### config.mk
export PLATFORM = sky130hd
export DESIGN_NAME = fpr_front
export DESIGN_NICKNAME = d
export VERILOG_FILES = /design/src/rtl/core/fpr_pkg.sv /design/src/rtl/core/fpr_front.sv
export SDC_FILE = /design/constraint.sdc
export NUM_CORES = 1
export LEC_CHECK = 0
export BUFFER_PORTS_ARGS = -buffer_cell sky130_fd_sc_hd__buf_4
export CORE_MARGIN = 2
export CORE_UTILIZATION = 33
export CTS_CLUSTER_DIAMETER = 30
export DETAILED_ROUTE_END_ITERATION = 16
export PLACE_DENSITY = 0.58
export SLEW_MARGIN = 40
export SYNTH_ARGS = -nofsm -noshare
export SYNTH_HDL_FRONTEND = slang
export SYNTH_SLANG_ARGS = --single-unit
export TNS_END_PERCENT = 100
### constraint.sdc
create_clock -name aclk -period 4.2 [get_ports aclk]
set_clock_uncertainty 0.05 [all_clocks]
set_input_delay 0 -clock aclk [delete_from_list [all_inputs] [get_ports aclk]]
set_output_delay 0 -clock aclk [all_outputs]
set_load 0.01 [all_outputs]
### src/rtl/core/fpr_pkg.sv
// Shared constants and types for the frame parser with resync.
`default_nettype none
package fpr_pkg;
    localparam int RING_DEPTH_DEF  = 512;
    localparam int MAX_PAYLOAD_DEF = 256;
    localparam int HDR_LEN         = 8;

    localparam logic [7:0] SYNC0 = 8'hAA;
    localparam logic [7:0] SYNC1 = 8'h55;

    localparam logic [1:0] MODE_PUSH  = 2'd0;
    localparam logic [1:0] MODE_POLL  = 2'd1;
    localparam logic [1:0] MODE_READ  = 2'd2;
    localparam logic [1:0] MODE_IDLE  = 2'd3;

    // Command handed from the front part to the back part.
    typedef struct packed {
        logic [1:0] mode;
        logic [8:0] read_index;
        logic       overflow;
    } fpr_cmd_t;
endpackage
`default_nettype wire

### src/rtl/core/fpr_front.sv
// Front part: accepts items, queues one command, appends pushed bytes to the ring.
`default_nettype none
module fpr_front #(
    parameter int RING_DEPTH = fpr_pkg::RING_DEPTH_DEF,
    parameter int PW = $clog2(RING_DEPTH)
) (
    input  wire logic             aclk,
    input  wire logic             aresetn,
    input  wire logic             s_valid,
    output logic                  s_ready,
    input  wire logic [1:0]       s_mode,
    input  wire logic [7:0]       s_rx_byte,
    input  wire logic [8:0]       s_read_index,
    input  wire logic [PW-1:0]    rd_ptr,
    output logic [PW-1:0]         wr_ptr,
    output logic                  ring_we,
    output logic [PW-1:0]         ring_waddr,
    output logic [7:0]            ring_wdata,
    output logic                  cmd_valid,
    output fpr_pkg::fpr_cmd_t     cmd,
    input  wire logic             cmd_take
);
    import fpr_pkg::*;

    logic [PW-1:0] wr_ptr_reg, wr_ptr_next;
    logic          full_reg, full_next;
    fpr_cmd_t      cmd_reg, cmd_next;
    logic [7:0]    rx_byte_reg, rx_byte_next;
    logic          acc, is_full, push_take;

    assign s_ready   = !full_reg;
    assign acc       = s_valid && s_ready;
    assign is_full   = (wr_ptr_reg + PW'(1)) == rd_ptr;
    assign wr_ptr    = wr_ptr_reg;
    assign cmd_valid = full_reg;
    // The byte enters the ring only when the back part takes the command, so the
    // previous parse has already settled the read pointer.
    assign push_take  = cmd_take && (cmd_reg.mode == MODE_PUSH);
    assign ring_we    = push_take && !is_full;
    assign ring_waddr = wr_ptr_reg;
    assign ring_wdata = rx_byte_reg;

    always_comb begin
        cmd          = cmd_reg;
        cmd.overflow = (cmd_reg.mode == MODE_PUSH) && is_full;
    end

    always_comb begin
        wr_ptr_next  = wr_ptr_reg;
        full_next    = full_reg;
        cmd_next     = cmd_reg;
        rx_byte_next = rx_byte_reg;
        if (cmd_take) begin
            full_next = 1'b0;
        end
        if (ring_we) begin
            wr_ptr_next = wr_ptr_reg + PW'(1);
        end
        if (acc) begin
            full_next           = 1'b1;
            cmd_next.mode       = s_mode;
            cmd_next.read_index = s_read_index;
            cmd_next.overflow   = 1'b0;
            rx_byte_next        = s_rx_byte;
        end
    end

    always_ff @(posedge aclk) begin
        if (!aresetn) begin
            wr_ptr_reg <= '0;
            full_reg   <= 1'b0;
        end else begin
            wr_ptr_reg <= wr_ptr_next;
            full_reg   <= full_next;
        end
        cmd_reg     <= cmd_next;
        rx_byte_reg <= rx_byte_next;
    end
endmodule
`default_nettype wire

==> impl_results.md <==
* Cell chosen for the clock root: clkbuf_8
* Total congestion overflow at 0
* Synth Register Bits at 29
* Drc violations at 0
* Global Route Usage Sum at 13.6%
* Commonest non-fill, non-tap cells in the layout: 73 x buf_4, 21 x dlygate4sd3_1, 19 x edfxtp_1
* Fin crit share at 71.9%
* Syn Inst Count at 120
* Switching Fraction at 22.3%
* Worst flop-to-flop path startpoint: ring_waddr[0]
* Startpoint class of the critical path: register
* Post-synthesis async set-or-reset flop share at 0%
* PortBufs at 72
* Worst r2r path cells at 7
* Layout cell share with drive strength beyond 1 at 40.2%
* Syn Nets at 153
* First-pass GRT wire length at 5250 microns
* Logic pwr share at 14.7%
* Post-CTS setup buffer count at 0
* Worst EP arrival at 2970 ps
* Max FFs per register at 11
* Crit path time final at 3020 ps
* Worst-Margin Slew at 762 ps
* CTS buffer count at 5
* Max rail drop VDD at 0.184 mV
* Core Region at 4060 sq um
* Status: complete, no violations
* Initial Util at 34.6%
* Initial DRC Count at 74
* Internal at 0.489 mW
* Drt total wl at 3280 microns
* Filler cells at 344
* # resized after CTS at 0
* Register-to-register setup slack at 1350 ps
* WP data required at 4150 ps
* Vias in the first global route at 1108
* Dpl cell area at 1920 sq um
* Final #Nets at 241
* Main flop type after synthesis: edfxtp_1
* Most common cell after layout, fill and taps aside: buf_4
* I/O pin count at 73
* DR vias at 1192
* Synth area leader: edfxtp_1
* Setup repair after global routing missed its margin: no
* Chip height at 69.3 microns
* Warning count from the yosys run at 0
* Largest cells by area after synthesis: edfxtp_1 41%, dfxtp_1 14%, buf_4 5.3%, mux2i_1 4.3%, xor2_1 3.7%
* Drt first pass iters at 4
* Dpl cells at 230
* Die area at 4800 sq um
* Clk_lat worst skew at 270 ps
* CTS tree: done
* Synth-to-Final Area Change at 57.6%
* Ant. Diodes at 0
* Fin cells at 259
* Worst setup path startpoint: ring_waddr[0]
* Pin count of the biggest net entering global routing at 21
* Post-Synthesis Cell Area at 1410 sq um
* Num rows at 23
* GP Congestion at 0.798
* Yosys top cell area share at 40.6%
* Post-synth EDFFs at 19
* Clk pwr share at 33.9%
* Lkg Pwr at 0.914 nW
* Setup_tns at 0 ps
* Initial antenna violation count at 0
* Dpl hpwl at 2320 microns
* CP Class: register to output pin
* Wire per inst at 12.7 microns
* Seq pwr share at 51.4%
* Unique masters post-synth at 38
* Slew headroom at 49.2%
* Crit end category: output pin
* Finished Cell Area at 2210 sq um
* DRT antenna net count at 0
* Peak Freq at 0.331 GHz
* Syn Area/Cell at 11.7 sq um
* Post-synthesis sequential area ratio at 54.9%
* Final Max Slew Viols at 0
* Max Fanout on Critical Path at 13
* CTS clk-pin slew, worst paths at 60 ps
* H-tree depth at 2
* Reg-to-Reg End: ring_waddr[8]
* Max-Cap Viols at 0
* Horiz. Die Dim at 69.3 microns
* Clk sinks at 29
* Clock buffer depth at 2
* Min Hold Slack at 22.0 ps
* Net switching power at 0.141 mW
* Final Hold Viols at 0
* Pwr Density at 285 nW/um^2
* Via/cell ratio at 4.60
* Min-Delay Path Class: primary input to register
* Critical Path End: cmd[0]
* Count of final setup violators at 0
## cell families (layout without fill, tap and decap cells)
logic type,Yosys count,count (layout),share of synthesized area [%]
XOR/XNOR,9,9,5.61
AO/OA/AOI/OAI,17,17,10.1
adder cells (fa/ha/maj),1,1,0.890
multiplexers,6,6,4.27
flip-flops,29,29,54.9
AND/OR/NAND/NOR,42,42,16.8
buffers and inverters,16,105,7.48
## how the worst min path moves through the flow
stage | cells past startpoint | end | from | slack, ps
2_1_floorplan | 0 | cmd[10] | s_mode[0] | 50
3_3_place_gp | 1 | cmd[5] | s_read_index[4] | 130
3_5_place_dp | 1 | cmd[10] | s_mode[0] | 130
4_1_cts | 3 | ring_waddr[4] | aresetn | 20
5_1_grt | 2 | ring_waddr[3] | aresetn | 40
6_report | 3 | ring_waddr[4] | aresetn | 20
## routing by layer
metal	wire [microns]	vias to the layer above	track usage [%]
li1	-	603	-
met1	1550	525	18.0
met2	1410	60	20.9
met3	289	4	5.52
met4	33	0	3.27
met5	0	-	0
## synthesized netlist by cell type, drive strengths merged (3+ instances only)
master / instances
nand2b: 6
or3: 3
nand3: 3
dfxtp: 10
nor2: 4
buf: 11
xnor2: 3
a21boi: 3
mux2i: 6
edfxtp: 19
nor4: 3
xor2: 6
nand2: 13
o21ai: 4
inv: 3
## timing repair
| item | in CTS | in global routing |
|---|---|---|
| hold endpoints to repair | 20 | 0 |
| hold buffers | 21 | 0 |
| endpoints found under the setup margin | 0 | 0 |
## layout make-up
type / instances / area, sq um / area share, %
flip-flops and latches: 29 / 771 / 34.8
repair buffers: 94 / 758 / 34.2
multi-input cells: 75 / 529 / 23.9
clock buffers: 6 / 72.6 / 3.28
well taps: 50 / 62.6 / 2.82
inverters: 3 / 11.3 / 0.508
clock inverters: 2 / 10.0 / 0.452
## power groups by stage
stage,combinational (mW),clock [mW],sequential [mW]
after floorplan,0.0221,0,0.336
after global placement,0.0762,0,0.329
after detailed placement,0.0768,0,0.330
after CTS,0.0933,0.221,0.324
after global routing,0.0992,0.233,0.325
final,0.0923,0.214,0.324
## per-stage QoR
step           total power [mW]  setup WS, ps  util [%]
6_report                  0.630          1180      54.6
5_1_grt                   0.657           953      54.6
4_1_cts                   0.638          1160      54.6
3_5_place_dp              0.407          1380      47.4
3_3_place_gp              0.406          1440      47.4
2_1_floorplan             0.359          1730         -
## critical path, stage by stage (launching register included)
cell	delay [ps]
dfxtp_1	440
ha_1	280
nand3_4	130
or3_1	360
o32a_1	380
a2111oi_4	760
and2_1	230
buf_4	120
No activity file was read; power rests on OpenSTA's default activity.
